### config.mk
export PLATFORM = sky130hd
export DESIGN_NAME = smclpf_front
export DESIGN_NICKNAME = d
export VERILOG_FILES = /design/src/hdl/smclpf_pkg.sv /design/src/hdl/smclpf_front.sv
export SDC_FILE = /design/constraint.sdc
export NUM_CORES = 1
export LEC_CHECK = 0
export BUFFER_PORTS_ARGS = -buffer_cell sky130_fd_sc_hd__buf_2
export CORE_UTILIZATION = 30
export CTS_CLUSTER_DIAMETER = 80
export CTS_CLUSTER_SIZE = 10
export DETAILED_ROUTE_END_ITERATION = 8
export MAX_ROUTING_LAYER = met4
export PLACE_DENSITY = 0.72
export SYNTH_ARGS = -nofsm -noshare
export SYNTH_HDL_FRONTEND = slang
export SYNTH_SLANG_ARGS = --single-unit
### constraint.sdc
create_clock -name clk -period 1.3 [get_ports clk]
set_input_delay 0.065 -clock clk [delete_from_list [all_inputs] [get_ports clk]]
set_output_delay 0.065 -clock clk [all_outputs]
set_load 0.02 [all_outputs]
### src/hdl/smclpf_pkg.sv
`timescale 1ns / 1ps

package smclpf_pkg;

    // Register file geometry
    localparam int unsigned APB_ADDR_W = 5;
    localparam int unsigned APB_DATA_W = 32;

    // Register reset values
    localparam logic [31:0] GAIN_K_RESET      = 32'd65536;
    localparam logic [31:0] LAMBDA_RESET      = 32'd65536;
    localparam logic [31:0] INV_PHI_RESET     = 32'd65536;
    localparam logic [31:0] INV_DT_RESET      = 32'd6553600;
    localparam logic [16:0] LPF_ALPHA_RESET   = 17'd13107;

    // Unity in Q16.16 / Q1.16
    localparam logic [16:0] ONE_Q16 = 17'd65536;

    // Depth of the queue between intake and datapath
    localparam int unsigned QUEUE_DEPTH = 2;

    typedef enum logic [2:0] {
        REG_GAIN_K    = 3'd0,
        REG_LAMBDA    = 3'd1,
        REG_INV_PHI   = 3'd2,
        REG_INV_DT    = 3'd3,
        REG_LPF_ALPHA = 3'd4
    } reg_idx_t;

    typedef struct packed {
        logic signed [31:0] target_distance;
        logic signed [31:0] measured_distance;
    } in_item_t;

    typedef struct packed {
        logic signed [31:0] drive_value;
        logic signed [31:0] filtered_rate;
        logic signed [31:0] surface_value;
        logic signed [31:0] tracking_error;
    } out_item_t;

    typedef struct packed {
        logic [31:0] gain_k;
        logic [31:0] lambda_gain;
        logic [31:0] inv_phi;
        logic [31:0] inv_dt;
        logic [16:0] lpf_alpha;
    } cfg_t;

    typedef enum logic [4:0] {
        ST_IDLE,
        ST_MUL_DIST,
        ST_POST_DIST,
        ST_ERR,
        ST_MUL_RATE,
        ST_POST_RATE,
        ST_MUL_RLPF,
        ST_POST_RLPF,
        ST_MUL_LAM,
        ST_POST_LAM,
        ST_SURF,
        ST_MUL_PHI,
        ST_POST_PHI,
        ST_TANH_IDX,
        ST_TANH_LUT,
        ST_MUL_DRIVE,
        ST_POST_DRIVE
    } back_state_t;

endpackage

### src/hdl/smclpf_front.sv
`timescale 1ns / 1ps

module smclpf_front (
    input  logic                    clk,
    input  logic                    rst_n,
    input  logic                    in_valid,
    output logic                    in_ready,
    input  smclpf_pkg::in_item_t    in_data,
    output logic                    push_valid,
    input  logic                    push_ready,
    output smclpf_pkg::in_item_t    push_data
);
    import smclpf_pkg::*;

    logic     hold_valid_reg;
    logic     hold_valid_next;
    in_item_t hold_data_reg;
    in_item_t hold_data_next;

    // Take a new item whenever the holding register is empty or draining
    assign in_ready   = !hold_valid_reg || push_ready;
    assign push_valid = hold_valid_reg;
    assign push_data  = hold_data_reg;

    always_comb
    begin
        hold_valid_next = hold_valid_reg;
        hold_data_next  = hold_data_reg;
        if (push_ready)
        begin
            hold_valid_next = 1'b0;
        end
        if (in_valid && in_ready)
        begin
            hold_valid_next = 1'b1;
            hold_data_next  = in_data;
        end
    end

    always_ff @(posedge clk or negedge rst_n)
    begin
        if (!rst_n)
        begin
            hold_valid_reg <= 1'b0;
        end
        else
        begin
            hold_valid_reg <= hold_valid_next;
        end
    end

    always_ff @(posedge clk)
    begin
        hold_data_reg <= hold_data_next;
    end

endmodule

Word level (Yosys, flattened, before mapping)
Index checks and enable logic that the tools add are counted.
- word-level logic and storage cells: 9
- bits in registers: 65
- output and inout port bits: 66
- input bits: 68
- mux-type cells: 2
- reduce and logical (&&, ||, !) cells: 4
- operators by type and width (cell ; number):
    $mux 1 ; 2
    $reduce_bool 2->1 ; 1
    $logic_and 1x1->1 ; 1
    $logic_not 1->1 ; 1
    $logic_or 1x1->1 ; 1

Longest topological paths before layout
- depth in word-level cells: 4
- depth in mapped cells: 2
- depth with buffers taken out: 2

Worst setup path before layout
No wires, ideal clock.
- path type: reg-to-reg
- start point: register hold_valid_reg (netlist: push_valid)
- end point: register hold_data_reg (netlist bit push_data[0]), enable pin
- path buffers: 0
- library setup time: 0.377 ns
- cell stages (with the launch flop): 3
- period minus slack after synthesis: 1.543 ns
- data required time: 0.923 ns
- slack: -0.243 ns
- arrival: 1.166 ns
- cell sequence: dfrtp_1 > nand2b_4 > and2_4
- longest elaborated chain between the ends: 3
- ends and longest elaborated chain (what ; RTL line ; source):
    start: declaration ; smclpf_front.sv:15 ; logic hold_valid_reg;
    start signal: assignment ; smclpf_front.sv:48 ; hold_valid_reg <= hold_valid_next;
    $logic_not 1->1 ; smclpf_front.sv:21 ; assign in_ready = !hold_valid_reg || push_ready;
    $logic_or 1x1->1 ; smclpf_front.sv:21 ;
    via in_ready ; smclpf_front.sv:7 ; output logic in_ready,
    $logic_and 1x1->1 ; smclpf_front.sv:33 ; if (in_valid && in_ready)
    end signal: assignment ; smclpf_front.sv:54 ; hold_data_reg <= hold_data_next;
    end: declaration ; smclpf_front.sv:17 ; in_item_t hold_data_reg;
The timed path passes the listed nets, and every way through them passes these cells.
A chain may end at the register's enable or synchronous reset.

Final worst setup path
- start point: register hold_valid_reg (netlist: push_valid)
- end point: register hold_valid_reg (netlist: push_valid)
- longest elaborated chain between the ends: 4
- elaborated cells between the ends (all ways): 5
- those cells by class: mux: 1; reduce/logical: 4
- ends and longest elaborated chain (what ; RTL line):
    $logic_not 1->1 (*) ; smclpf_front.sv:21
    $logic_or 1x1->1 (*) ; smclpf_front.sv:21
    $logic_and 1x1->1 (*) ; smclpf_front.sv:33
    $mux 1 or $reduce_bool 2->1 (tied branches) ; n/a
Every way passes the cells marked *; elsewhere a longest branch is shown, timed or not.

==> impl_metrics.yaml <==
clock_network:
  post_cts_resize_count: 0
  cts_tree: "yes"
  path_clk_slew_ns: 0.06
  htree_levels: 3
  clockRootBuffer: "clkbuf_8"
  cts_num_sinks: 65
  hold_buffers: 67
  post_cts_buffers: 0
  clock_path_buffers: 2
  cts_buffers: 9
  clock_latency_ns: 0.32
timing:
  fin_skew_ns: 0.00305
  setup_slack_ns: 0.0869
  setup_viol: 0
  period_needed_ns: 1.21
  grt_setup_unrepaired: "no"
  fmax_mhz: 824
  hold_viol: 0
  finalSetupTns_ns: 0
  worstMarginPinSlew_ns: 0.194
  slew_viol_final: 0
  fin_crit_sh_pct: 93.3
  slew_headroom_pct: 87.1
floorplan:
  chipWidth_um: 83.2
  fp.dieH_um: 83.2
  io_pins: 134
  num_rows: 29
  die-area_mm2: 0.00691
  initial_core_util_pct: 31.1
  core_area_mm2: 0.00635
grt:
  grt_first_pass_wirelength_um: 7400
  grt_max_degree: 37
  antenna_found_initial: 0
  grt_usage_pct: 15.0
  gr-total-overflow: 0
  grt_pass1_vias: 1586
yosys:
  syn_nets: 136
  yosys_warnings: 0
  ys_seq_area_share_pct: 98.5
  synth_top_flop_cell: "edfxtp_1"
  yosys.cell_count.top_type: "edfxtp_1"
  syn_area_per_cell_um2: 29.1
  synthTopCellsByCount: "edfxtp_1 (64), and2_4 (1), dfrtp_1 (1), nand2b_1 (1), nand2b_4 (1)"
  synth-edff-count: 64
  synth_cell_types: 5
  syn_inst: 68
  async_reset_ff_share_pct: 1.54
  synth_area_mm2: 0.00198
  synth_area_leaders: "edfxtp_1 (97%), dfrtp_1 (1.3%), nand2b_4 (0.70%)"
  synth_area_leader_cell: "edfxtp_1"
  synth_top_area_share_pct: 97.3
  ys_ff_latch: 65
critical_path:
  regToRegEndpoint: "push_valid$_DFFE_PN0P_"
  cp-start-kind: "flop"
  critPathArrivalTime_ns: 1.42
  cp.required_ns: 1.51
  crit_type: "flop to flop"
  worstPathMaxFanout: 3
  ff2ff_setup_slack_ns: 0.09
  cp-end-kind: "flop"
  reg2regPathDepth: 3
  r2r_start: "push_valid$_DFFE_PN0P_"
power:
  p_sw_share_pct: 21.1
  power_density_mw_per_mm2: 1310
  p_comb_share_pct: 12.3
  totalPowerFinal_uw: 4790
  irDropWorstVdd_mv: 0.809
  pwr-share-clk_pct: 36.2
  switching_power_uw: 1010
  seq_power_share_pct: 51.5
  leakage_uw: 0.00156
  intPower_uw: 3780
drt:
  firstDrtPassIters: 4
  ant_nets: 0
  drc: 0
  vias: 1464
  drt_iter0_drc: 36
  wl_per_cell_um: 13.2
  avgViaCountPerCell: 4.03
  drt_wl_total_um: 4780
cells_and_area:
  layout-drive-gt1-share_pct: 53.1
  nFillCells: 509
  fin_nets: 349
  diodes: 0
  area_growth_pct: 85.1
place:
  portBuffers: 133
  pre_cts_slack_ns: 0.107
  place_congestion: 0.645
run:
  maxCapViolCount: 0
min_path:
  hp-class: "primary input to async pin"
status:
  outcome: "finished, final reports clean"
[cell type report]
cell class / instances / area (µm²) / area share, %
clock buffer: 14 / 173 / 4.72
clock inverter: 2 / 35.0 / 0.958
multi-input combinational: 3 / 28.8 / 0.787
sequential: 65 / 1950 / 53.3
tap: 77 / 96.3 / 2.63
timing repair buffer: 202 / 1380 / 37.6
[logic make-up after synthesis]
logic type	synth area share (%)
flops	98.5
simple gates	1.46
[stage by stage]
step	hold WS, ns	util (%)	instance area (µm²)	instances
6_report	0.0576	57.6	3660	363
5_1_grt	0.0527	57.6	3660	363
4_1_cts	0.0362	57.6	3660	363
3_5_place_dp	-0.159	43.8	2780	280
3_3_place_gp	-0.157	43.8	2780	280
2_1_floorplan	-0.231	-	1980	68
[cell usage in the layout, fill, tap and decap left out]
cell type | Yosys | routed
buf_2 | 0 | 133
dlygate4sd3_1 | 0 | 67
bufinv_16 | 0 | 1
dfrtp_2 | 0 | 1
edfxtp_1 | 64 | 64
clkbuf_1 | 0 | 2
buf_12 | 0 | 2
nand2b_4 | 1 | 1
clkinv_2 | 0 | 1
clkbuf_8 | 0 | 12
nand2b_1 | 1 | 1
and2_4 | 1 | 1
[routing by layer]
metal | share of wire (%) | track usage [%]
met5 | 0 | -
met4 | 1.5 | 6.11
met3 | 7.3 | 5.67
met2 | 49 | 24.4
met1 | 42 | 16.5
[flip-flops by register name (all words and copies together) (netlist names)]
name,cells
push_data,64
push_valid,1
[power by group through the flow]
stage	sequential (µW)	clock, µW	combinational (µW)
2_1_floorplan	2660	0	47.5
3_3_place_gp	2510	0	425
3_5_place_dp	2510	0	431
4_1_cts	2470	1790	586
5_1_grt	2480	1890	623
6_report	2470	1730	589
[worst max path at each step]
stage	startpoint	to	slack, ns	cells after the start
global route	push_valid$_DFFE_PN0P_	push_valid$_DFFE_PN0P_	0.05	3
CTS	push_valid$_DFFE_PN0P_	push_valid$_DFFE_PN0P_	0.09	3
detailed placement	push_valid$_DFFE_PN0P_	push_data[53]$_DFFE_PP_	0.11	3
floorplan	push_valid$_DFFE_PN0P_	push_data[0]$_DFFE_PP_	-0.21	2
finish	push_valid$_DFFE_PN0P_	push_valid$_DFFE_PN0P_	0.09	3
global placement	push_valid$_DFFE_PN0P_	push_data[40]$_DFFE_PP_	0.13	3
[critical path, cell delays in order (launching register included)]
cell	delay [ns]
dfrtp_2	0.42
nand2b_4	0.08
nand2b_1	0.05
dlygate4sd3_1	0.55
No activity file was read; power rests on OpenSTA's default activity.
