[src/hdl/smclpf_pkg.sv]
`timescale 1ns / 1ps

package smclpf_pkg;

    // Register file geometry
    localparam int unsigned APB_ADDR_W = 5;
    localparam int unsigned APB_DATA_W = 32;

    // Register reset values
    localparam logic [31:0] GAIN_K_RESET      = 32'd65536;
    localparam logic [31:0] LAMBDA_RESET      = 32'd65536;
    localparam logic [31:0] INV_PHI_RESET     = 32'd65536;
    localparam logic [31:0] INV_DT_RESET      = 32'd6553600;
    localparam logic [16:0] LPF_ALPHA_RESET   = 17'd13107;

    // Unity in Q16.16 / Q1.16
    localparam logic [16:0] ONE_Q16 = 17'd65536;

    // Depth of the queue between intake and datapath
    localparam int unsigned QUEUE_DEPTH = 2;

    typedef enum logic [2:0] {
        REG_GAIN_K    = 3'd0,
        REG_LAMBDA    = 3'd1,
        REG_INV_PHI   = 3'd2,
        REG_INV_DT    = 3'd3,
        REG_LPF_ALPHA = 3'd4
    } reg_idx_t;

    typedef struct packed {
        logic signed [31:0] target_distance;
        logic signed [31:0] measured_distance;
    } in_item_t;

    typedef struct packed {
        logic signed [31:0] drive_value;
        logic signed [31:0] filtered_rate;
        logic signed [31:0] surface_value;
        logic signed [31:0] tracking_error;
    } out_item_t;

    typedef struct packed {
        logic [31:0] gain_k;
        logic [31:0] lambda_gain;
        logic [31:0] inv_phi;
        logic [31:0] inv_dt;
        logic [16:0] lpf_alpha;
    } cfg_t;

    typedef enum logic [4:0] {
        ST_IDLE,
        ST_MUL_DIST,
        ST_POST_DIST,
        ST_ERR,
        ST_MUL_RATE,
        ST_POST_RATE,
        ST_MUL_RLPF,
        ST_POST_RLPF,
        ST_MUL_LAM,
        ST_POST_LAM,
        ST_SURF,
        ST_MUL_PHI,
        ST_POST_PHI,
        ST_TANH_IDX,
        ST_TANH_LUT,
        ST_MUL_DRIVE,
        ST_POST_DRIVE
    } back_state_t;

endpackage

[src/hdl/smclpf_regs.sv]
`timescale 1ns / 1ps

module smclpf_regs (
    input  logic                               clk,
    input  logic                               rst_n,
    input  logic                               psel,
    input  logic                               penable,
    input  logic                               pwrite,
    input  logic [smclpf_pkg::APB_ADDR_W-1:0]  paddr,
    input  logic [smclpf_pkg::APB_DATA_W-1:0]  pwdata,
    output logic [smclpf_pkg::APB_DATA_W-1:0]  prdata,
    output logic                               pready,
    output smclpf_pkg::cfg_t                   cfg
);
    import smclpf_pkg::*;

    cfg_t     cfg_reg;
    cfg_t     cfg_next;
    reg_idx_t reg_idx;
    logic     wr_en;

    assign reg_idx = reg_idx_t'(paddr[4:2]);
    assign wr_en   = psel && penable && pwrite;
    assign pready  = 1'b1;
    assign cfg     = cfg_reg;

    // Decode a write; unknown indexes leave everything as is
    always_comb
    begin
        cfg_next = cfg_reg;
        if (wr_en)
        begin
            unique case (reg_idx)
                REG_GAIN_K:    cfg_next.gain_k      = pwdata;
                REG_LAMBDA:    cfg_next.lambda_gain = pwdata;
                REG_INV_PHI:   cfg_next.inv_phi     = pwdata;
                REG_INV_DT:    cfg_next.inv_dt      = pwdata;
                REG_LPF_ALPHA: cfg_next.lpf_alpha   = pwdata[16:0];
                default:       cfg_next             = cfg_reg;
            endcase
        end
    end

    // Read back
    always_comb
    begin
        unique case (reg_idx)
            REG_GAIN_K:    prdata = cfg_reg.gain_k;
            REG_LAMBDA:    prdata = cfg_reg.lambda_gain;
            REG_INV_PHI:   prdata = cfg_reg.inv_phi;
            REG_INV_DT:    prdata = cfg_reg.inv_dt;
            REG_LPF_ALPHA: prdata = {15'd0, cfg_reg.lpf_alpha};
            default:       prdata = '0;
        endcase
    end

    always_ff @(posedge clk or negedge rst_n)
    begin
        if (!rst_n)
        begin
            cfg_reg.gain_k      <= GAIN_K_RESET;
            cfg_reg.lambda_gain <= LAMBDA_RESET;
            cfg_reg.inv_phi     <= INV_PHI_RESET;
            cfg_reg.inv_dt      <= INV_DT_RESET;
            cfg_reg.lpf_alpha   <= LPF_ALPHA_RESET;
        end
        else
        begin
            cfg_reg <= cfg_next;
        end
    end

endmodule

[config.mk]
export PLATFORM = sky130hd
export DESIGN_NAME = smclpf_regs
export DESIGN_NICKNAME = d
export VERILOG_FILES = /design/src/hdl/smclpf_pkg.sv /design/src/hdl/smclpf_regs.sv
export SDC_FILE = /design/constraint.sdc
export NUM_CORES = 1
export LEC_CHECK = 0
export BUFFER_PORTS_ARGS = -buffer_cell sky130_fd_sc_hd__clkbuf_2
export CORE_MARGIN = 10
export CORE_UTILIZATION = 50
export DETAILED_ROUTE_END_ITERATION = 16
export GPL_TIMING_DRIVEN = 0
export HOLD_SLACK_MARGIN = 0.15
export PLACE_DENSITY = 0.79
export SLEW_MARGIN = 20
export SYNTH_ARGS = -nofsm -noshare
export SYNTH_HDL_FRONTEND = slang
export SYNTH_SLANG_ARGS = --single-unit
[constraint.sdc]
create_clock -name clk -period 2.7 [get_ports clk]
set_clock_uncertainty 0.2 [all_clocks]
set_input_delay 0.54 -clock clk [delete_from_list [all_inputs] [get_ports clk]]
set_output_delay 0.54 -clock clk [all_outputs]
set_load 0.01 [all_outputs]
**Yosys cells after proc, flatten, opt, wreduce, memory -nomap -nowiden**

Cells that the tools add are included.

- Eq/ne operators: 4
- Muxes and demuxes: 1
- Reductions and logical operators: 8

Operator list:

| kind | number |
|---|---|
| 32-bit one-hot mux with 5 select lines | 1 |
| 2-bit AND reduction | 5 |
| 3-bit by 2-bit equality test with 1-bit output (second input constant) | 2 |
| 3-bit by 1-bit equality test with 1-bit output (second input constant) | 1 |
| 3-bit equality test (second input constant) | 1 |
| 3-bit logical NOT | 1 |
| 1-bit logical AND | 2 |

- Output and inout bits: 178
- Input bits: 42
- Register bits: 145

**Longest topological paths before layout**

Gate-level depths: netlist (run 1).

- Depth after elaboration: 3
- Mapped depth: 6
- Depth with buffers taken out: 3

**Worst setup path before layout (run 1)**

OpenSTA, ideal clock, no wires.

- Path kind: input to output
- Start point: input paddr[3] (netlist name)
- End point: output prdata[0] (netlist name)
- Slack: 0.376 ns
- Data required time: 1.960 ns
- Path buffers: 2
- Arrival: 1.584 ns
- Stages on the path: 4
- Cell sequence: buf_4 -> nor3_1 -> buf_4 -> a221o_1

- Word-level cells in the longest chain between the ends: 2
- Elaborated cells between the ends (all ways): 6

Ends and longest elaborated chain:

| element | RTL line | RTL |
|---|---|---|
| from (decl) | smclpf_regs.sv:9 | `input logic [smclpf_pkg::APB_ADDR_W-1:0] paddr,` |
| 3-bit equality test (tied with other cells) | smclpf_regs.sv:47 | `unique case (reg_idx)` |
| 32-bit one-hot mux with 5 select lines (*) | smclpf_regs.sv:47 |  |
| to (decl) | smclpf_regs.sv:11 | `output logic [smclpf_pkg::APB_DATA_W-1:0] prdata,` |

Every way passes the cells marked *; elsewhere a longest branch is shown, timed or not.

**Final worst setup path (run 1)**

- Start point: input paddr[2] (netlist name)
- End point: output prdata[24] (netlist name)

Same word-level chain as after synthesis.

==> metrics.md, run 1 <==
| Metric | Value |
|---|---|
| Setup crit start | `paddr[2]` |
| First-pass iteration count of the detailed router | `5` |
| Fillers | `977` |
| Hold path start | `pwdata[29]` |
| Final min period | `2630 ps` |
| DP Wirelength | `14100 µm` |
| WP data arrival | `1890 ps` |
| Synth Area in XOR/XNOR | `0` |
| Vias in the first global route | `5223` |
| Fin crit share | `0.973` |
| Post-synth EDFFs | `0` |
| 1st-iter DRT viols | `197` |
| Crit. End Element | `primary output` |
| CP Class | `in -> out` |
| CTS tree | `done` |
| Post-synthesis sequential area ratio | `0.559` |
| Residual DRC | `0` |
| Port Buffer Count | `216` |
| Max-cap violations | `0` |
| Startpoint types | `input port` |
| Synth Area in Adders | `0` |
| LEAKAGE | `4.31 nW` |
| Inserted Clock Buffers | `17` |
| Pwr per Cell Area | `827 nW/µm²` |
| Cell variety after synth | `26` |
| First-pass GRT wire length | `30300 µm` |
| Fin nets | `699` |
| Initial antenna violation count | `0` |
| TNS Setup | `0 ps` |
| Largest family of logic cells by synthesized area | `multiplexers` |
| VDD IR max | `0.000656 V` |
| Post-synthesis mux area share | `0.330` |
| Maximum clock rate | `0.381 GHz` |
| Area of the mapped netlist | `6520 µm²` |
| Root buffer cell | `clkbuf_16` |
| Warnings, synthesis | `0` |
| Crit path max fanout | `10` |
| DRT antenna net count | `0` |
| Core area | `12700 µm²` |
| Synthesized instance count | `414` |
| Routed wire per std cell | `23.1 µm` |
| Total congestion overflow | `0` |
| Largest register FFs | `145` |
| Gpl congestion | `0.841` |
| Max Root-Sink Buffers | `2` |
| Core Util, Final | `0.678` |
| Relative slew slack | `0.579` |
| Run status | `finished, final reports clean` |
| RSZ-0062 raised after global routing | `no` |
| Slew Limit Fails | `0` |
| Syn_area_per_cell | `15.8 µm²` |
| Most frequent cells in the layout | `clkbuf_2, mux2_2, dfrtp_1` |
| Commonest non-fill, non-tap cell in the layout | `clkbuf_2` |
| Share of layout cells above drive strength 1 | `0.687` |
| Worst slew pin tran | `632 ps` |
| Num ports | `220` |
| Pin count of the biggest net entering global routing | `79` |
| Num Clock Sinks | `145` |
| Mapped Nets | `456` |
| Syn-to-layout area delta | `32.3%` |
| Main synth FF type | `dfrtp_1` |
| Starting Density | `0.513` |
| Vias per inst | `5.50` |
| GRT Resource Usage Total | `0.217` |
| Worst-Skew Late Latency | `420 ps` |
| Total routed wirelength | `19400 µm` |
| Simple-gate area share of the yosys netlist | `0.0301` |
| # setup viols final | `0` |
| Synthesis-stage register bit count | `145` |
| Worst hold margin | `197 ps` |
| WP data required | `1960 ps` |
| Hold/Removal Path Class | `in -> reg` |
| Row cnt | `41` |
| Max H-tree Level | `4` |
| Final Hold Viols | `0` |
| Clock slew at reported path FFs | `60 ps` |
| Die Width | `134 µm` |
| Synth Area in Compound Gates | `0.0485` |
| Diodes inserted | `0` |
| FF-to-FF Start | `cfg[138]$_DFFE_PN0P_` |
| Vias after detailed routing | `4635` |
| Async S/R FF share, synth | `1.00` |
| Chip height | `134 µm` |
| Die area | `18000 µm²` |
[report_power, final]
group | switching, mW | internal [mW] | leakage [nW]
combinational | 0.798 | 0.841 | 2.18
sequential | 0.355 | 2.63 | 1.82
clock | 0.872 | 1.64 | 0.312
total | 2.03 | 5.11 | 4.31
[through the flow]
step           worst slack [ps]  area, µm²  power [mW]  instances
2_1_floorplan               376       6520        3.80        414
3_3_place_gp              -1370       7820        4.58        802
3_5_place_dp               -559       7850        4.66        803
4_1_cts                    1.44       8550        7.19        836
5_1_grt                    13.9       8630        7.49        842
6_report                   72.5       8630        7.14        842
[path summary, 6_finish.rpt]
path	to	slack, ps	cells past startpoint
setup / recovery	prdata[24]	70	6
hold / removal	cfg[142]$_DFFE_PN0P_	200	2
setup reg to reg	cfg[138]$_DFFE_PN0P_	1670	1
hold reg to reg	cfg[66]$_DFFE_PN0P_	330	1
max in group asynchronous	cfg[4]$_DFFE_PN1P_	1000	3
min in group asynchronous	cfg[69]$_DFFE_PN0P_	510	2
[cell usage after synthesis (2+ instances only)]
master     count  share of area
buf_4         14          0.016
nor2_1         3         0.0017
nand2b_1       2         0.0019
mux2_2       144           0.25
a221o_1       16          0.025
mux4_2        15          0.052
dfrtp_1      131           0.50
nor2b_1       15          0.014
clkbuf_1       3         0.0017
buf_6          5         0.0086
o2bb2ai_1     16          0.021
dfstp_2       14          0.056
mux2i_1       18          0.028
buf_2          6         0.0046
[critical path, cell delays in order]
cell and delay [ps]:
clkbuf_2 180, buf_12 180, buf_8 180, mux4_2 510, nor2b_1 140, clkbuf_2 150
[per-layer routing]
metal	track usage	share of wire
met5	0	0
met4	0.0726	0.016
met3	0.0997	0.11
met2	0.357	0.49
met1	0.244	0.39
[kinds of logic (layout without fill, tap and decap cells)]
| group | after synthesis | count (layout) |
|---|---|---|
| and+or+nand+nor | 27 | 27 |
| muxes | 178 | 178 |
| buffers and inverters | 29 | 285 |
| other | 1 | 1 |
| AOI/OAI and AO/OA | 34 | 34 |
| DFF | 145 | 145 |
[repair_timing]
action | 4_1_cts | 5_1_grt
setup endpoints to repair | 26 | 21
hold buffers | 1 | 0
pin swaps | 0 | 3
endpoints found under the hold margin | 73 | 0
resized for setup | 15 | 9
cloned | 0 | 0
setup buffers | 0 | 6
[final cells by class]
type | instances | area, µm² | share of cell area
Sequential cell | 145 | 3650 | 0.423
Multi-Input combinational cell | 240 | 2690 | 0.311
Timing Repair Buffer | 224 | 1170 | 0.136
Clock buffer | 22 | 484 | 0.0561
Buffer | 29 | 270 | 0.0313
Tap cell | 172 | 215 | 0.0249
Clock inverter | 10 | 155 | 0.0180
Note: power is estimated with default switching activity, not from simulation.
==> run 2: changes to the inputs <==
--- a/config.mk
+++ b/config.mk
@@ -12,6 +12,7 @@
 export GPL_TIMING_DRIVEN = 0
 export HOLD_SLACK_MARGIN = 0.15
 export PLACE_DENSITY = 0.79
+export SETUP_SLACK_MARGIN = 0.4
 export SLEW_MARGIN = 20
 export SYNTH_ARGS = -nofsm -noshare
 export SYNTH_HDL_FRONTEND = slang
==> run 2 against run 1 <==
  * Combinational power increased by 9%
  * Via count is 2.0% higher
  * First-iteration DRC count up 32%
  * Critical path depth increased by 1
  * Cell count increased by 1.9%
  * Sequential share of layout area decreased by 2.3 points
  * Highest routed layer unchanged
  * Global-route usage up 0.95 points
  * Critical endpoint is now prdata[10]
  * Sequential power about the same
  * Power up 2.5%
==> metrics.md, run 2 (synthesis results as in run 1) <==
| Metric | Value |
|---|---|
| Die Width | `134 µm` |
| LEAKAGE | `4.52 nW` |
| CP Cell Sequence | `clkbuf_16 > buf_12 > clkbuf_16 > nor3_4 > buf_6 > a221o_1 > clkbuf_2` |
| WP data arrival | `1720 ps` |
| Gpl congestion | `0.805` |
| Core area | `12700 µm²` |
| Pwr per Cell Area | `801 nW/µm²` |
| # setup viols final | `0` |
| Syn-to-layout area delta | `40.0%` |
| Maximum clock rate | `0.406 GHz` |
| Levels on crit path | `7` |
| Run status | `finished, final reports clean` |
| Num ports | `220` |
| Commonest non-fill, non-tap cell in the layout | `clkbuf_2` |
| Worst hold margin | `192 ps` |
| Met3 wire len | `1960 µm` |
| Chip height | `134 µm` |
| Most frequent cells in the layout | `clkbuf_2, mux2_2, dfrtp_1` |
| Row cnt | `41` |
| Crit-path max cell delay | `200 ps` |
| Share of layout cells above drive strength 1 | `0.720` |
| DP Wirelength | `14400 µm` |
| Placed standard-cell area | `7860 µm²` |
| Critical path's top delay family | `buffers and inverters` |
| Vias after detailed routing | `4727` |
| Largest register FFs | `145` |
| Die area | `18000 µm²` |
| GRT Resource Usage Total | `0.226` |
| Max Root-Sink Buffers | `2` |
| CP bufs+invs | `5` |
| Pin count of the biggest net entering global routing | `81` |
| Final Hold Viols | `0` |
| WP data required | `1960 ps` |
| CP Class | `in -> out` |
| FF-to-FF Start | `cfg[12]$_DFFE_PN1P_` |
| Relative slew slack | `0.557` |
| DRT antenna net count | `0` |
| Port Buffer Count | `216` |
| Vias in the first global route | `5272` |
| Worst slew pin tran | `664 ps` |
| WHS Endpoint | `cfg[138]$_DFFE_PN0P_` |
| Clock slew at reported path FFs | `60 ps` |
| Hold/Removal Path Class | `in -> reg` |
| Inserted Clock Buffers | `17` |
| Total congestion overflow | `0` |
| Flop-to-flop setup slack | `1640 ps` |
| Hold path start | `pwdata[25]` |
| Max H-tree Level | `4` |
| Diodes inserted | `0` |
| Total routed wirelength | `20600 µm` |
| Reg-to-reg critical path endpoint | `cfg[12]$_DFFE_PN1P_` |
| First-pass GRT wire length | `31400 µm` |
| Startpoint types | `input port` |
| Final Cell Area | `9130 µm²` |
| Root buffer cell | `clkbuf_16` |
| Placed cells | `803` |
| Post-Place Setup Slack | `-369 ps` |
| Starting Density | `0.513` |
| Fin nets | `715` |
| Worst-Skew Late Latency | `420 ps` |
| Final worst slack | `237 ps` |
| 1st-iter DRT viols | `260` |
| Final min period | `2460 ps` |
| First-pass iteration count of the detailed router | `4` |
| Worst Reg-to-Reg Cells | `2` |
| Total power | `7.32 mW` |
| RSZ-0062 raised after global routing | `yes` |
| Vias per inst | `5.51` |
| Fillers | `925` |
| Slew Limit Fails | `0` |
| Crit path max fanout | `10` |
| Met2 wire len | `10500 µm` |
| Routed wire per std cell | `24.0 µm` |
| Max-cap violations | `0` |
| M1 wire length | `7800 µm` |
| Crit. End Element | `primary output` |
| Worst path slowest cell | `nor3_4` |
| Num Clock Sinks | `145` |
| VDD IR max | `0.000474 V` |
| Fin crit share | `0.912` |
| Residual DRC | `0` |
| Finished Layout Cells | `858` |
| Worst hold path cell count | `2` |
| Uppermost layer routed | `met4` |
| CTS tree | `done` |
| Initial antenna violation count | `0` |
| Most frequent CP cell | `clkbuf_16` |
run 2: layer usage:
layer  vias up  GRT usage
met2       193      0.385
met3        28     0.0948
li1       2074          -
met5         -          0
met1      2432      0.253
met4         0     0.0659
run 2: how the worst max path moves through the flow:
| stage | from | endpoint | slack (ps) |
|---|---|---|---|
| 6_report | paddr[2] | prdata[10] | 240 |
| 5_1_grt | paddr[2] | prdata[10] | 210 |
| 4_1_cts | paddr[2] | prdata[31] | 250 |
| 3_5_place_dp | paddr[3] | prdata[0] | -370 |
| 3_3_place_gp | rst_n | cfg[117]$_DFFE_PN0P_ | -1370 |
| 2_1_floorplan | paddr[2] | prdata[17] | 420 |
run 2: metrics by stage:
step,utilization,TNS [ps]
floorplan,-,0
global placement,0.615,-188120
detailed placement,0.618,-4650
CTS,0.700,0
global route,0.718,0
finish,0.718,0
run 2: what timing repair did:
| action | in CTS | in global routing |
|---|---|---|
| endpoints found under the hold margin | 69 | 0 |
| endpoints found under the setup margin | 32 | 32 |
| hold buffers | 1 | 0 |
| cloned | 3 | 2 |
| setup buffers | 12 | 5 |
| resized for setup | 48 | 40 |
| pin swaps | 7 | 1 |
run 2: report_power, final:
group / total (mW) / internal (mW) / switching (mW)
combinational: 1.78 / 0.935 / 0.843
sequential: 2.99 / 2.63 / 0.356
clock: 2.55 / 1.67 / 0.884
run 2: cell type report:
cell class	instances	area [µm²]	area share
clock buffer	23	498	0.0545
sequential	145	3650	0.399
tap	172	215	0.0236
buffer	29	339	0.0371
clock inverter	9	151	0.0166
multi-input combinational	240	2800	0.307
timing repair buffer	240	1480	0.162
