==> src/hdl/smclpf_pkg.sv <==
`timescale 1ns / 1ps

package smclpf_pkg;

    // Register file geometry
    localparam int unsigned APB_ADDR_W = 5;
    localparam int unsigned APB_DATA_W = 32;

    // Register reset values
    localparam logic [31:0] GAIN_K_RESET      = 32'd65536;
    localparam logic [31:0] LAMBDA_RESET      = 32'd65536;
    localparam logic [31:0] INV_PHI_RESET     = 32'd65536;
    localparam logic [31:0] INV_DT_RESET      = 32'd6553600;
    localparam logic [16:0] LPF_ALPHA_RESET   = 17'd13107;

    // Unity in Q16.16 / Q1.16
    localparam logic [16:0] ONE_Q16 = 17'd65536;

    // Depth of the queue between intake and datapath
    localparam int unsigned QUEUE_DEPTH = 2;

    typedef enum logic [2:0] {
        REG_GAIN_K    = 3'd0,
        REG_LAMBDA    = 3'd1,
        REG_INV_PHI   = 3'd2,
        REG_INV_DT    = 3'd3,
        REG_LPF_ALPHA = 3'd4
    } reg_idx_t;

    typedef struct packed {
        logic signed [31:0] target_distance;
        logic signed [31:0] measured_distance;
    } in_item_t;

    typedef struct packed {
        logic signed [31:0] drive_value;
        logic signed [31:0] filtered_rate;
        logic signed [31:0] surface_value;
        logic signed [31:0] tracking_error;
    } out_item_t;

    typedef struct packed {
        logic [31:0] gain_k;
        logic [31:0] lambda_gain;
        logic [31:0] inv_phi;
        logic [31:0] inv_dt;
        logic [16:0] lpf_alpha;
    } cfg_t;

    typedef enum logic [4:0] {
        ST_IDLE,
        ST_MUL_DIST,
        ST_POST_DIST,
        ST_ERR,
        ST_MUL_RATE,
        ST_POST_RATE,
        ST_MUL_RLPF,
        ST_POST_RLPF,
        ST_MUL_LAM,
        ST_POST_LAM,
        ST_SURF,
        ST_MUL_PHI,
        ST_POST_PHI,
        ST_TANH_IDX,
        ST_TANH_LUT,
        ST_MUL_DRIVE,
        ST_POST_DRIVE
    } back_state_t;

endpackage

==> src/hdl/smclpf_queue.sv <==
`timescale 1ns / 1ps

module smclpf_queue #(
    parameter int unsigned DEPTH = 2
) (
    input  logic                    clk,
    input  logic                    rst_n,
    input  logic                    push_valid,
    output logic                    push_ready,
    input  smclpf_pkg::in_item_t    push_data,
    output logic                    pop_valid,
    input  logic                    pop_ready,
    output smclpf_pkg::in_item_t    pop_data
);
    import smclpf_pkg::*;

    localparam int unsigned PTR_W = (DEPTH > 1) ? $clog2(DEPTH) : 1;
    localparam int unsigned CNT_W = $clog2(DEPTH + 1);
    localparam logic [PTR_W-1:0] PTR_LAST = PTR_W'(DEPTH - 1);
    localparam logic [CNT_W-1:0] CNT_FULL = CNT_W'(DEPTH);

    in_item_t         slot_reg [DEPTH];
    logic [PTR_W-1:0] wr_ptr_reg;
    logic [PTR_W-1:0] wr_ptr_next;
    logic [PTR_W-1:0] rd_ptr_reg;
    logic [PTR_W-1:0] rd_ptr_next;
    logic [CNT_W-1:0] count_reg;
    logic [CNT_W-1:0] count_next;
    logic             do_push;
    logic             do_pop;

    assign push_ready = (count_reg != CNT_FULL);
    assign pop_valid  = (count_reg != '0);
    assign pop_data   = slot_reg[rd_ptr_reg];
    assign do_push    = push_valid && push_ready;
    assign do_pop     = pop_valid && pop_ready;

    // Advance pointers with wrap, track fill level
    always_comb
    begin
        wr_ptr_next = wr_ptr_reg;
        rd_ptr_next = rd_ptr_reg;
        count_next  = count_reg;
        if (do_push)
        begin
            wr_ptr_next = (wr_ptr_reg == PTR_LAST) ? '0 : wr_ptr_reg + 1'b1;
        end
        if (do_pop)
        begin
            rd_ptr_next = (rd_ptr_reg == PTR_LAST) ? '0 : rd_ptr_reg + 1'b1;
        end
        if (do_push && !do_pop)
        begin
            count_next = count_reg + 1'b1;
        end
        else if (do_pop && !do_push)
        begin
            count_next = count_reg - 1'b1;
        end
    end

    always_ff @(posedge clk or negedge rst_n)
    begin
        if (!rst_n)
        begin
            wr_ptr_reg <= '0;
            rd_ptr_reg <= '0;
            count_reg  <= '0;
        end
        else
        begin
            wr_ptr_reg <= wr_ptr_next;
            rd_ptr_reg <= rd_ptr_next;
            count_reg  <= count_next;
        end
    end

    // Store the pushed item
    always_ff @(posedge clk)
    begin
        if (do_push)
        begin
            slot_reg[wr_ptr_reg] <= push_data;
        end
    end

endmodule

==> config.mk <==
export PLATFORM = sky130hd
export DESIGN_NAME = smclpf_queue
export DESIGN_NICKNAME = d
export VERILOG_FILES = /design/src/hdl/smclpf_pkg.sv /design/src/hdl/smclpf_queue.sv
export SDC_FILE = /design/constraint.sdc
export NUM_CORES = 1
export LEC_CHECK = 0
export BUFFER_PORTS_ARGS = -buffer_cell sky130_fd_sc_hd__buf_4
export CORE_MARGIN = 2
export CORE_UTILIZATION = 38
export CTS_CLUSTER_DIAMETER = 50
export CTS_CLUSTER_SIZE = 24
export DETAILED_ROUTE_END_ITERATION = 10
export GPL_TIMING_DRIVEN = 0
export PLACE_DENSITY = 0.62
export SLEW_MARGIN = 20
export SYNTH_ARGS = -nofsm -noshare
export SYNTH_HDL_FRONTEND = slang
export SYNTH_SLANG_ARGS = --single-unit
==> constraint.sdc <==
create_clock -name clk -period 3.7 [get_ports clk]
set_input_delay 0.74 -clock clk [delete_from_list [all_inputs] [get_ports clk]]
set_output_delay 0.74 -clock clk [all_outputs]
set_load 0.01 [all_outputs]
Word-level counts from Yosys, hierarchy flattened
Memories as Yosys holds them, arrays and structs flattened. Cells that the tools add are included.

Output and inout bits: 66. Bits of input ports: 68. Flip-flop bits (word level): 4. Bits in writable memories: 128. Memories kept: 1.

Memories: slot_reg (words 2, width 64, read ports 1, clocked after memory_dff 0, wr ports 1, RTL line smclpf_queue.sv:22) `in_item_t slot_reg [DEPTH];`.

Add/sub/neg operators: 4. Muxes and demuxes: 6. Reductions and logical operators: 8. Equal/unequal tests: 1.

Operators with widths (count): logical AND 1 bit (4); 2-to-1 mux 1 bit (4); 2-to-1 mux 2 bit (2); nonzero test 2 bit (2); adder 1 bit, second input constant (2); adder 2 x 1 -> 2 bit, second input constant (1); logical NOT 1 bit (2); inequality test 2 bit, second input constant (1); subtractor 2 x 1 -> 2 bit, second input constant (1).

Logic depth before layout (Yosys ltp)
Gate-level depths: netlist of the first run.

Depth after elaboration: 6. Depth in mapped cells: 7.

Least setup slack after synthesis of the first run
OpenSTA, ideal clock, no wires.

Kind: input to register. Start point: input port push_valid. End point: memory slot_reg[0][0] in the netlist's numbering (enable). Arrival time: 3.507 ns. Stages on the path: 2. Slack: -0.294 ns. Buffers on the path: 0. Cell sequence: nand2_1 > nor2_1.

Word-level cells in the longest chain between the ends: 3.

Ends and longest elaborated chain: from (decl) (RTL line smclpf_queue.sv:8) `input logic push_valid,`; logical AND 1 bit (RTL line smclpf_queue.sv:35) `assign do_push = push_valid && push_ready;`; 2-to-1 mux 1 bit (RTL line smclpf_queue.sv:81) `if (do_push)`; 2-to-1 mux 1 bit (not written as such) (RTL line smclpf_queue.sv:83) `slot_reg[wr_ptr_reg] <= push_data;`; to (decl) (RTL line smclpf_queue.sv:22).

Every way passes these cells.

==> summary.txt, run 1 <==
===============================================================================
Distinct cell type count after synthesis .........................           15
Total met2 wirelength after detailed routing .....................      4270 um
Maximum fanout along the worst path ..............................           10
Placer's final routability congestion estimate ...................        0.652
Power Density ....................................................   813 nW/um2
Net count of the mapped netlist ..................................          286
Post-Syn Instances ...............................................          217
Sinks on the clock net ...........................................          132
Part of the total power dissipated in the clock network ..........        27.8%
Overflow after GRT ...............................................            0
End-of-flow core utilization .....................................        53.7%
Vias after detailed routing ......................................         2469
Number of cells traversed by the worst register-to-register path .            4
Core footprint ...................................................    12800 um2
Count of flip-flops with a built-in enable after synthesis .......          128
Share of flip-flops with an asynchronous set or reset ............        3.03%
Top cells by area, synth ......................................... sky130_fd_sc_hd__edfxtp_1 (77%), sky130_fd_sc_hd__mux2_4 (15%), sky130_fd_sc_hd__mux2_2 (3.1%)
Combinational share of power .....................................        33.9%
Synthesized area per cell ........................................     23.1 um2
Power share of the sequential group ..............................        38.3%
Vias per Instance ................................................         4.43
Number of buffers created by CTS .................................           17
Worst-path clk slew ..............................................      0.05 ns
Initial drt markers ..............................................          151
Initial core utilization .........................................        39.3%
Register-to-register setup slack .................................      1.85 ns
Post-synthesis to final-layout area growth .......................        36.7%
Clock root buffer ................................................ sky130_fd_sc_hd__clkbuf_16
Warning count from the yosys run .................................            0
Setup Skew .......................................................   0.00533 ns
Mapped Area ......................................................     5020 um2
Clock latency on the worst-skew pair .............................      0.41 ns
Largest register FFs .............................................          128
Maximum clock insertion buffer count .............................            2
Capturing point of the worst reg2reg path ........................ slot_reg[0][17]$_DFFE_PP_
Internal power ...................................................      4.09 mW
Routed length on met1 ............................................      3520 um
Die footprint ....................................................    14100 um2
# hold bufs at CTS ...............................................            0
Number of max-capacitance violations reported ....................            0
Final worst path period share ....................................        63.1%
Final cell count without fillers .................................          557
Worst vdd rail ir drop ...........................................     0.414 mV
F_max ............................................................      428 MHz
CTS tree .........................................................        built
Die Height .......................................................       119 um
FF-to-FF Start ................................................... count_reg[0]$_DFFE_PN0P_
Post-synth top area share ........................................        76.6%
Switching component of the power .................................      1.48 mW
Dominant synthesized flop cell ................................... sky130_fd_sc_hd__edfxtp_1
Count of buffers added by post-CTS timing repair for setup .......            0
Final number of max-transition violations ........................            0
Type of element capturing the critical path ...................... primary output
Antenna violations before repair .................................            0
Setup TNS ........................................................         0 ns
Post-Route WL ....................................................      8540 um
Count of final hold-check violations .............................            0
Count of TritonRoute iterations in the first routing pass ........            4
Setup violation total in the final timing report .................            0
H-tree depth .....................................................            4
Chip width .......................................................       119 um
Number of synthesized register bits ..............................          132
Placed wire-length estimate ......................................      5630 um
Layout Nets ......................................................          441
RSZ-0062 raised after global routing .............................           no
IO Pins ..........................................................          134
Highest routed metal layer .......................................         met4
Worst hold margin ................................................     0.116 ns
Cell type with the highest aggregate area in the netlist ......... sky130_fd_sc_hd__edfxtp_1
Number of diodes added for antenna fixing ........................            0
Arrival @ worst endpoint .........................................      1.60 ns
Register area share after synthesis ..............................        78.6%
Transition time at the pin with the least slew margin ............     0.639 ns
Switch share .....................................................        26.6%
Class of the most critical setup path ............................ flip-flop to primary output
Normalized max-slew margin .......................................        57.3%
Static Leakage ...................................................      2.72 nW
Pin count of the biggest net entering global routing .............           37
Worst setup path start ........................................... rd_ptr_reg$_DFFE_PN0P_
Result of the run ................................................ finished clean
Number of cells after detailed placement .........................          525
Data required time of the worst path .............................      2.96 ns
Routed wire length per instance ..................................      15.3 um
Amount of wire on met3 after detailed routing ....................       556 um
Place WS .........................................................      1.58 ns
Worst setup margin ...............................................      1.36 ns
Antenna viol nets, final .........................................            0
Layout cells sized above 1 .......................................        60.8%
Final routed DRC violation total .................................            0
GRT Overall Usage ................................................        12.8%
Shortest period the worst path allows ............................      2.34 ns
Number of global-route vias before repair ........................         2659
Hold Path Class .................................................. primary input to async pin
Port bufs ........................................................          133
Global-route wire length before repair ...........................     13500 um
Number of rows created at floorplan ..............................           41
Critical Path Source Type ........................................    flip-flop
Resized cells post-CTS ...........................................            0
===============================================================================
-- Yosys cell counts (all sizes together), types with 2 or more instances --
library cell  count
buf               7
xor2              2
xnor2             3
dfrtp             4
nor2              2
nand2             2
mux2             64
edfxtp          128
-- critical path, stage by stage, from the launching register on --
cell and delay [ns]:
sky130_fd_sc_hd__dfrtp_1 0.35, sky130_fd_sc_hd__buf_6 0.17, sky130_fd_sc_hd__buf_6 0.20, sky130_fd_sc_hd__mux2_4 0.32, sky130_fd_sc_hd__buf_4 0.14
-- cell usage in the layout, fill, tap and decap left out, types with 2 or more instances in the layout --
| master | n |
|---|---|
| sky130_fd_sc_hd__buf_4 | 133 |
| sky130_fd_sc_hd__edfxtp_1 | 128 |
| sky130_fd_sc_hd__mux2_4 | 50 |
| sky130_fd_sc_hd__clkbuf_16 | 17 |
| sky130_fd_sc_hd__mux2_2 | 14 |
| sky130_fd_sc_hd__clkbuf_1 | 7 |
| sky130_fd_sc_hd__buf_6 | 6 |
| sky130_fd_sc_hd__clkbuf_8 | 4 |
| sky130_fd_sc_hd__dfrtp_1 | 4 |
| sky130_fd_sc_hd__xnor2_1 | 3 |
| sky130_fd_sc_hd__buf_12 | 3 |
| sky130_fd_sc_hd__nand2_1 | 2 |
| sky130_fd_sc_hd__xor2_1 | 2 |
| sky130_fd_sc_hd__clkinv_2 | 2 |
-- kinds of logic (layout without fill, tap and decap cells) --
logic type	count (synthesis)	count (layout)	synth area share, %
buf+inv	8	176	1.52
flops	132	132	78.6
xor+xnor	5	5	0.873
fa+ha+maj	1	1	0.249
mux	64	64	18.1
simple gates	7	7	0.673
-- through the flow --
stage | cell area (um2) | power (mW)
floorplan | 5020 | 3.30
global placement | 6230 | 4.05
detailed placement | 6300 | 4.11
CTS | 6860 | 5.68
global route | 6860 | 5.85
finish | 6860 | 5.57
-- area by class of cell --
type | instances | area, um2
fill | 1029 | 5910
sequential | 132 | 3940
timing repair buffer | 136 | 1060
multi-input combinational | 77 | 1010
clock buffer | 28 | 507
tap | 172 | 215
buffer | 7 | 72.6
clock inverter | 4 | 47.5
inverter | 1 | 3.75
-- power by group through the flow --
stage | Clock (mW) | Sequential [mW] | Combinational, mW
4_1_cts | 1.59 | 2.14 | 1.95
3_5_place_dp | 0 | 2.16 | 1.95
5_1_grt | 1.66 | 2.16 | 2.03
3_3_place_gp | 0 | 2.18 | 1.87
2_1_floorplan | 0 | 2.16 | 1.14
6_report | 1.55 | 2.13 | 1.89
-- how the worst max path moves through the flow --
stage	endpoint	slack (ns)
3_3_place_gp	slot_reg[0][13]$_DFFE_PP_	-0.36
2_1_floorplan	slot_reg[0][0]$_DFFE_PP_	0.78
6_report	pop_data[8]	1.36
3_5_place_dp	slot_reg[0][17]$_DFFE_PP_	1.58
4_1_cts	pop_data[8]	1.31
5_1_grt	pop_data[0]	1.28
-- per-layer routing --
metal  track usage [%]  vias to the layer above
met3              5.08                       17
met1              15.0                     1198
met5                 0                        -
met2              19.8                       85
li1                  -                     1169
met4              7.37                        0
(Power assumes the default switching activity.)
==> run 2: changes to the inputs <==
- clock period: 3.7 -> 1.9 ns (I/O delays scaled with it)
==> run 2 against run 1 <==
  * Register-to-register slack got worse by 1.6 ns
  * Core utilization rose by 3.1 points
  * Total power rose by 120%
  * Critical path type unchanged
  * Highest routed layer unchanged
  * The run now ends with setup timing left
  * Die area did not move
  * Critical path depth did not move
==> summary.txt, run 2 (synthesis gave the netlist of run 1 again) <==
===============================================================================
Result of the run ................................................ finished with violations
Failing checks ................................................... setup timing
Maximum single-stage delay on the critical path ..................      0.39 ns   +0.04 ns
Startpoint of the lowest-slack hold path ......................... push_data[0]
Largest register FFs .............................................          128   unchanged
Setup Skew .......................................................   0.00288 ns   -0.00245 ns
Vias after detailed routing ......................................         2507   +1.5%
Power Density ....................................................  1660 nW/um2   +100%
Count of TritonRoute iterations in the first routing pass ........            4   unchanged
Global-route wire length before repair ...........................     13800 um   +2.4%
Layout Nets ......................................................          443   +0.45%
FF-to-FF Start ................................................... count_reg[0]$_DFFE_PN0P_
Placed wire-length estimate ......................................      5960 um   +5.8%
Ordered list of cells on the worst path .......................... buf_12, buf_12, mux2_4, buf_6
Core footprint ...................................................    12800 um2   unchanged
IO Pins ..........................................................          134   unchanged
Chip width .......................................................       119 um   unchanged
Die Height .......................................................       119 um   unchanged
Clock root buffer ................................................ sky130_fd_sc_hd__clkbuf_16
Post-Route WL ....................................................      9140 um   +7.1%
Count of final hold-check violations .............................            0   unchanged
H-tree depth .....................................................            4   unchanged
Number of cells traversed by the worst register-to-register path .            3   -1
CTS tree .........................................................        built
Most frequent cells in the layout ................................ sky130_fd_sc_hd__edfxtp_1 (128), sky130_fd_sc_hd__buf_4 (84), sky130_fd_sc_hd__mux2_4 (50), sky130_fd_sc_hd__buf_6 (50), sky130_fd_sc_hd__clkbuf_16 (17)
Number of rows created at floorplan ..............................           41   unchanged
Maximum clock insertion buffer count .............................            2   unchanged
Most common cell after layout, fill and taps aside ............... sky130_fd_sc_hd__edfxtp_1
Hold path endpoint ............................................... slot_reg[0][0]$_DFFE_PP_
Maximum fanout along the worst path ..............................           10   unchanged
Initial drt markers ..............................................          154   +2.0%
Port bufs ........................................................          133   unchanged
Pin count of the biggest net entering global routing .............           41   +11%
Data required time of the worst path .............................      1.52 ns   -1.44 ns
Antenna viol nets, final .........................................            0   unchanged
GRT Overall Usage ................................................        13.2%   +0.49 points
Setup TNS ........................................................     -2.31 ns   -2.31 ns
Initial core utilization .........................................        39.3%   unchanged
Number of global-route vias before repair ........................         2632   -1.0%
Capturing point of the worst reg2reg path ........................ slot_reg[1][0]$_DFFE_PP_
Class of the most critical setup path ............................ flip-flop to primary output
Power, Total .....................................................      12.0 mW   +120%
Placer's final routability congestion estimate ...................        0.644   -1.2%
Antenna violations before repair .................................            0   unchanged
Worst setup margin ...............................................   -0.0536 ns   -1.42 ns
Die footprint ....................................................    14100 um2   unchanged
Setup violation total in the final timing report .................           50   +50
Clock latency on the worst-skew pair .............................      0.41 ns   about the same
RSZ-0062 raised after global routing .............................          yes
Post-synthesis to final-layout area growth .......................        44.5%
Static Leakage ...................................................      2.87 nW   +5.4%
Register-to-register setup slack .................................      0.25 ns   -1.60 ns
Transition time at the pin with the least slew margin ............     0.578 ns   -0.0610 ns
Final worst path period share ....................................         103%
Final number of max-transition violations ........................            0   unchanged
Hold path depth ..................................................            1
Shortest period the worst path allows ............................      1.95 ns
Worst-path clk slew ..............................................      0.06 ns   about the same
Number of diodes added for antenna fixing ........................            0   unchanged
Routed wire length per instance ..................................      16.4 um   +6.7%
Max stage delay cell, worst path ................................. sky130_fd_sc_hd__dfrtp_1
Number of max-capacitance violations reported ....................            0   unchanged
Sinks on the clock net ...........................................          132   unchanged
Layout cells sized above 1 .......................................        62.5%   +1.8 points
Vias per Instance ................................................         4.48   +1.2%
Hold Path Class .................................................. primary input to flip-flop
Crit path top cell by count ...................................... sky130_fd_sc_hd__buf_12
Type of element capturing the critical path ...................... primary output
Worst vdd rail ir drop ...........................................     0.707 mV   +71%
Normalized max-slew margin .......................................        61.4%   +4.1 points
Overflow after GRT ...............................................            0   unchanged
Critical Path Source Type ........................................    flip-flop
Final routed DRC violation total .................................            0   unchanged
Arrival @ worst endpoint .........................................      1.57 ns   -0.03 ns
F_max ............................................................      512 MHz
Number of buffers created by CTS .................................           17   unchanged
===============================================================================
==> run 2: changes by cell type in the layout (fill, tap and decap cells not counted), sizes merged <==
cell / change
bufinv: +5
clkbuf: -10
clkinv: +3
clkinvlp: +2
dlygate4sd3: +1
nor2: +1
==> run 2: through the flow <==
stage | instances | setup slack, ns | hold slack, ns | utilization (%) | area [um2]
after floorplan | 217 | -0.0922 | 0.0844 | - | 5040
after global placement | 522 | -0.663 | 0.180 | 49.0 | 6260
after detailed placement | 525 | 0.0871 | 0.181 | 49.5 | 6330
after CTS | 558 | -0.0901 | 0.131 | 56.7 | 7240
after global routing | 559 | -0.118 | 0.130 | 56.8 | 7250
final | 559 | -0.0536 | 0.151 | 56.8 | 7250
==> run 2: metal layers <==
layer  global-route usage (%)  up-vias  part of all wire, %
li1                         -     1175                    -
met1                     14.7     1217                   40
met2                     21.5       97                   50
met3                     5.99       18                  8.0
met4                     6.70        0                  2.0
met5                        0        -                    0
==> run 2: worst max-delay path by stage <==
stage / endpoint / start / slack, ns
after floorplan: slot_reg[0][0]$_DFFE_PP_ / count_reg[0]$_DFFE_PN0P_ / -0.09
after global placement: slot_reg[0][3]$_DFFE_PP_ / count_reg[0]$_DFFE_PN0P_ / -0.66
after detailed placement: slot_reg[0][57]$_DFFE_PP_ / count_reg[0]$_DFFE_PN0P_ / 0.09
after CTS: pop_data[16] / rd_ptr_reg$_DFFE_PN0P_ / -0.09
after global routing: pop_data[28] / rd_ptr_reg$_DFFE_PN0P_ / -0.12
final: pop_data[28] / rd_ptr_reg$_DFFE_PN0P_ / -0.05
==> run 2: cell type report <==
cell class	instances	area, um2
multi-input cells	78	1030
fillers	984	5520
repair buffers	137	1260
plain buffers	7	128
inverters	1	3.75
well taps	172	215
clock buffers	18	429
flip-flops and latches	132	3940
clock inverters	14	234
==> run 2: where the power goes <==
group	switching [mW]	leakage (nW)	internal [mW]	total, mW
sequential	0.197	1.24	3.98	4.18
combinational	1.76	1.32	2.49	4.25
clock	1.16	0.314	2.45	3.62
==> run 2: worst max-delay path, delay by kind of cell, from the launching register on <==
kind	cells	cell delay (ns)
multiplexers	1	0.31
buffers and inverters	3	0.46
flip-flops	1	0.39
==> run 2: repair_timing <==
item,4_1_cts,5_1_grt
endpoints found under the hold margin,4,0
hold buffers,1,0
endpoints found under the setup margin,59,97
pin swaps,0,1
resized for setup,63,0
cloned,0,1
buffers inserted,0,0
==> run 3: changes to the inputs <==
- BUFFER_PORTS_ARGS: -buffer_cell sky130_fd_sc_hd__buf_4 -> not set
- DONT_BUFFER_PORTS: not set -> 1
- PLACE_DENSITY: 0.62 -> 0.53
==> run 3 against run 2 <==
  * The run now ends clean
  * Worst hold slack worse by 0.090 ns
  * Register-to-register slack hardly changed
  * Die area stayed put
  * Combinational power is 32% lower
  * Total power is 17% lower
  * Core utilization is 10 points lower
  * Wire length is 12% lower
  * Final cell count is 24% lower
  * Sequential share of layout area is 12 points higher
  * Non-clock buffer count is 131 lower
  * Sequential power hardly changed
  * Setup slack better by 0.10 ns
==> summary.txt, run 3 (synthesis gave the netlist of run 1 again) <==
==============================================================================
Largest register FFs ............................................          128   unchanged
Final cell area excluding filler cells ..........................     5970 um2   -18%
CTS tree ........................................................        built
Port bufs .......................................................            0   -100%
Final routed DRC violation total ................................            0   unchanged
Class of the most critical setup path ........................... flip-flop to primary output
Number of max-capacitance violations reported ...................            0   unchanged
Placed wire-length estimate .....................................      5260 um   -12%
Placer's final routability congestion estimate ..................        0.661   +2.6%
Number of diodes added for antenna fixing .......................            0   unchanged
Number of cells after detailed placement ........................          393   -25%
Routed wire length per instance .................................      18.7 um   +15%
Static Leakage ..................................................      2.14 nW   -26%
Vias per Instance ...............................................         4.68   +4.4%
Count of final hold-check violations ............................            0   unchanged
Maximum single-stage delay on the critical path .................      0.38 ns   about the same
Die Height ......................................................       119 um   unchanged
IO Pins .........................................................          134   unchanged
Layout cells sized above 1 ......................................        41.6%   -21 points
Data required time of the worst path ............................      1.52 ns   about the same
Pin count of the biggest net entering global routing ............           50   +22%
Most common cell after layout, fill and taps aside .............. sky130_fd_sc_hd__edfxtp_1
Count of TritonRoute iterations in the first routing pass .......            4   unchanged
Chip width ......................................................       119 um   unchanged
Standard cell area after detailed placement .....................     5370 um2   -15%
Maximum clock insertion buffer count ............................            2   unchanged
Fill cell instance count of the final layout ....................         1088   +11%
Critical Path Source Type .......................................    flip-flop
RSZ-0062 raised after global routing ............................          yes
Normalized max-slew margin ......................................        81.3%   +20 points
Setup Skew ......................................................   0.00941 ns   +0.00654 ns
Layout Nets .....................................................          311   -30%
Final cell count without fillers ................................          427   -24%
Final number of max-transition violations .......................            0   unchanged
Ordered list of cells on the worst path ......................... buf_12, buf_8, mux2_4
Antenna viol nets, final ........................................            0   unchanged
Number of rows created at floorplan .............................           41   unchanged
Post-Route WL ...................................................      8000 um   -12%
Number of buffers and inverters on the critical path ............            2   -1
Number of buffers created by CTS ................................           17   unchanged
Hold Path Class ................................................. primary input to flip-flop
Post-synthesis to final-layout area growth ......................        18.9%
Maximum fanout along the worst path .............................           10   unchanged
Initial core utilization ........................................        39.3%   unchanged
Clock root buffer ............................................... sky130_fd_sc_hd__clkbuf_16
GRT Overall Usage ...............................................        12.0%   -1.2 points
Antenna violations before repair ................................            0   unchanged
Shortest period the worst path allows ...........................      1.85 ns   -0.102 ns
Overflow after GRT ..............................................            0   unchanged
Initial drt markers .............................................           47   -69%
Result of the run ............................................... finished clean
Arrival @ worst endpoint ........................................      1.47 ns   -0.10 ns
Vias after detailed routing .....................................         2000   -20%
Power Density ...................................................  1680 nW/um2   +1.4%
Worst-path clk slew .............................................      0.06 ns   about the same
Die footprint ...................................................    14100 um2   unchanged
Core footprint ..................................................    12800 um2   unchanged
Most frequent cells in the layout ............................... sky130_fd_sc_hd__edfxtp_1 (128), sky130_fd_sc_hd__mux2_4 (50), sky130_fd_sc_hd__clkbuf_16 (17)
Gate family responsible for the most delay along the worst path .   flip-flops
Setup violation total in the final timing report ................            0   -100%
F_max ...........................................................      540 MHz   +5.5%
Transition time at the pin with the least slew margin ...........     0.280 ns   -0.297 ns
Worst vdd rail ir drop ..........................................     0.853 mV   +21%
Sinks on the clock net ..........................................          132   unchanged
Number of global-route vias before repair .......................         2180   -17%
Clock latency on the worst-skew pair ............................      0.41 ns   about the same
H-tree depth ....................................................            4   unchanged
Final worst path period share ...................................        97.5%   -5.4 points
Max stage delay cell, worst path ................................ sky130_fd_sc_hd__dfrtp_1
Global-route wire length before repair ..........................     12100 um   -12%
Type of element capturing the critical path ..................... primary output
==============================================================================
## run 3: cell type report
cell class                 count  area, um2  share of cell area (%)
clock inverter                13        116                    1.95
multi-input combinational     77       1030                    17.2
timing repair buffer           6        128                    2.14
sequential                   132       3940                    66.1
tap                          172        215                    3.61
inverter                       1       3.75                  0.0629
buffer                         7        103                    1.72
clock buffer                  19        433                    7.25
## run 3: final timing paths
check                      slack [ns]                         to                      from  cells after the start
min                              0.06  slot_reg[0][56]$_DFFE_PP_             push_data[56]                      0
min reg2reg                      0.53   count_reg[0]$_DFFE_PN0P_  count_reg[0]$_DFFE_PN0P_                      1
max                              0.05               pop_data[17]    rd_ptr_reg$_DFFE_PN0P_                      3
max in group asynchronous        1.47   count_reg[1]$_DFFE_PN0P_                     rst_n                      1
min in group asynchronous        0.25     wr_ptr_reg$_DFFE_PN0P_                     rst_n                      1
max reg2reg                      0.26  slot_reg[0][51]$_DFFE_PP_  count_reg[0]$_DFFE_PN0P_                      6
## run 3: repair_timing
action / 4_1_cts / 5_1_grt
hold buffers: 1 / 0
endpoints found under the hold margin: 4 / 0
pin swaps: 1 / 0
gates cloned: 0 / 0
endpoints found under the setup margin: 66 / 59
setup buffers: 1 / 0
gates resized for setup: 2 / 6
## run 3: through the flow
step	power, mW	setup WS (ns)	hold WS (ns)	TNS, ns	utilization, %
after global placement	6.94	-0.730	0.0847	-75.65	41.2
after CTS	10.2	-0.0165	0.0374	-0.211	46.5
after floorplan	6.44	-0.0922	0.0844	-5.90	-
after global routing	10.5	-0.0224	0.0319	-0.636	46.7
final	10.1	0.0484	0.0607	0	46.7
after detailed placement	7.13	-0.152	0.0846	-2.42	42.1
## run 3: layer usage
metal | wire length [um] | vias up | track usage, %
met5 | 0 | - | 0
met2 | 3910 | 95 | 18.6
li1 | - | 907 | -
met4 | 167 | 0 | 6.70
met1 | 2970 | 983 | 12.2
met3 | 951 | 15 | 8.00
## run 3: report_power, final
part	switching, mW	internal [mW]	leakage, nW
registers	0.173	3.98	1.24
logic	1.49	1.42	0.631
clock network	1.09	1.89	0.270
total	2.76	7.30	2.14
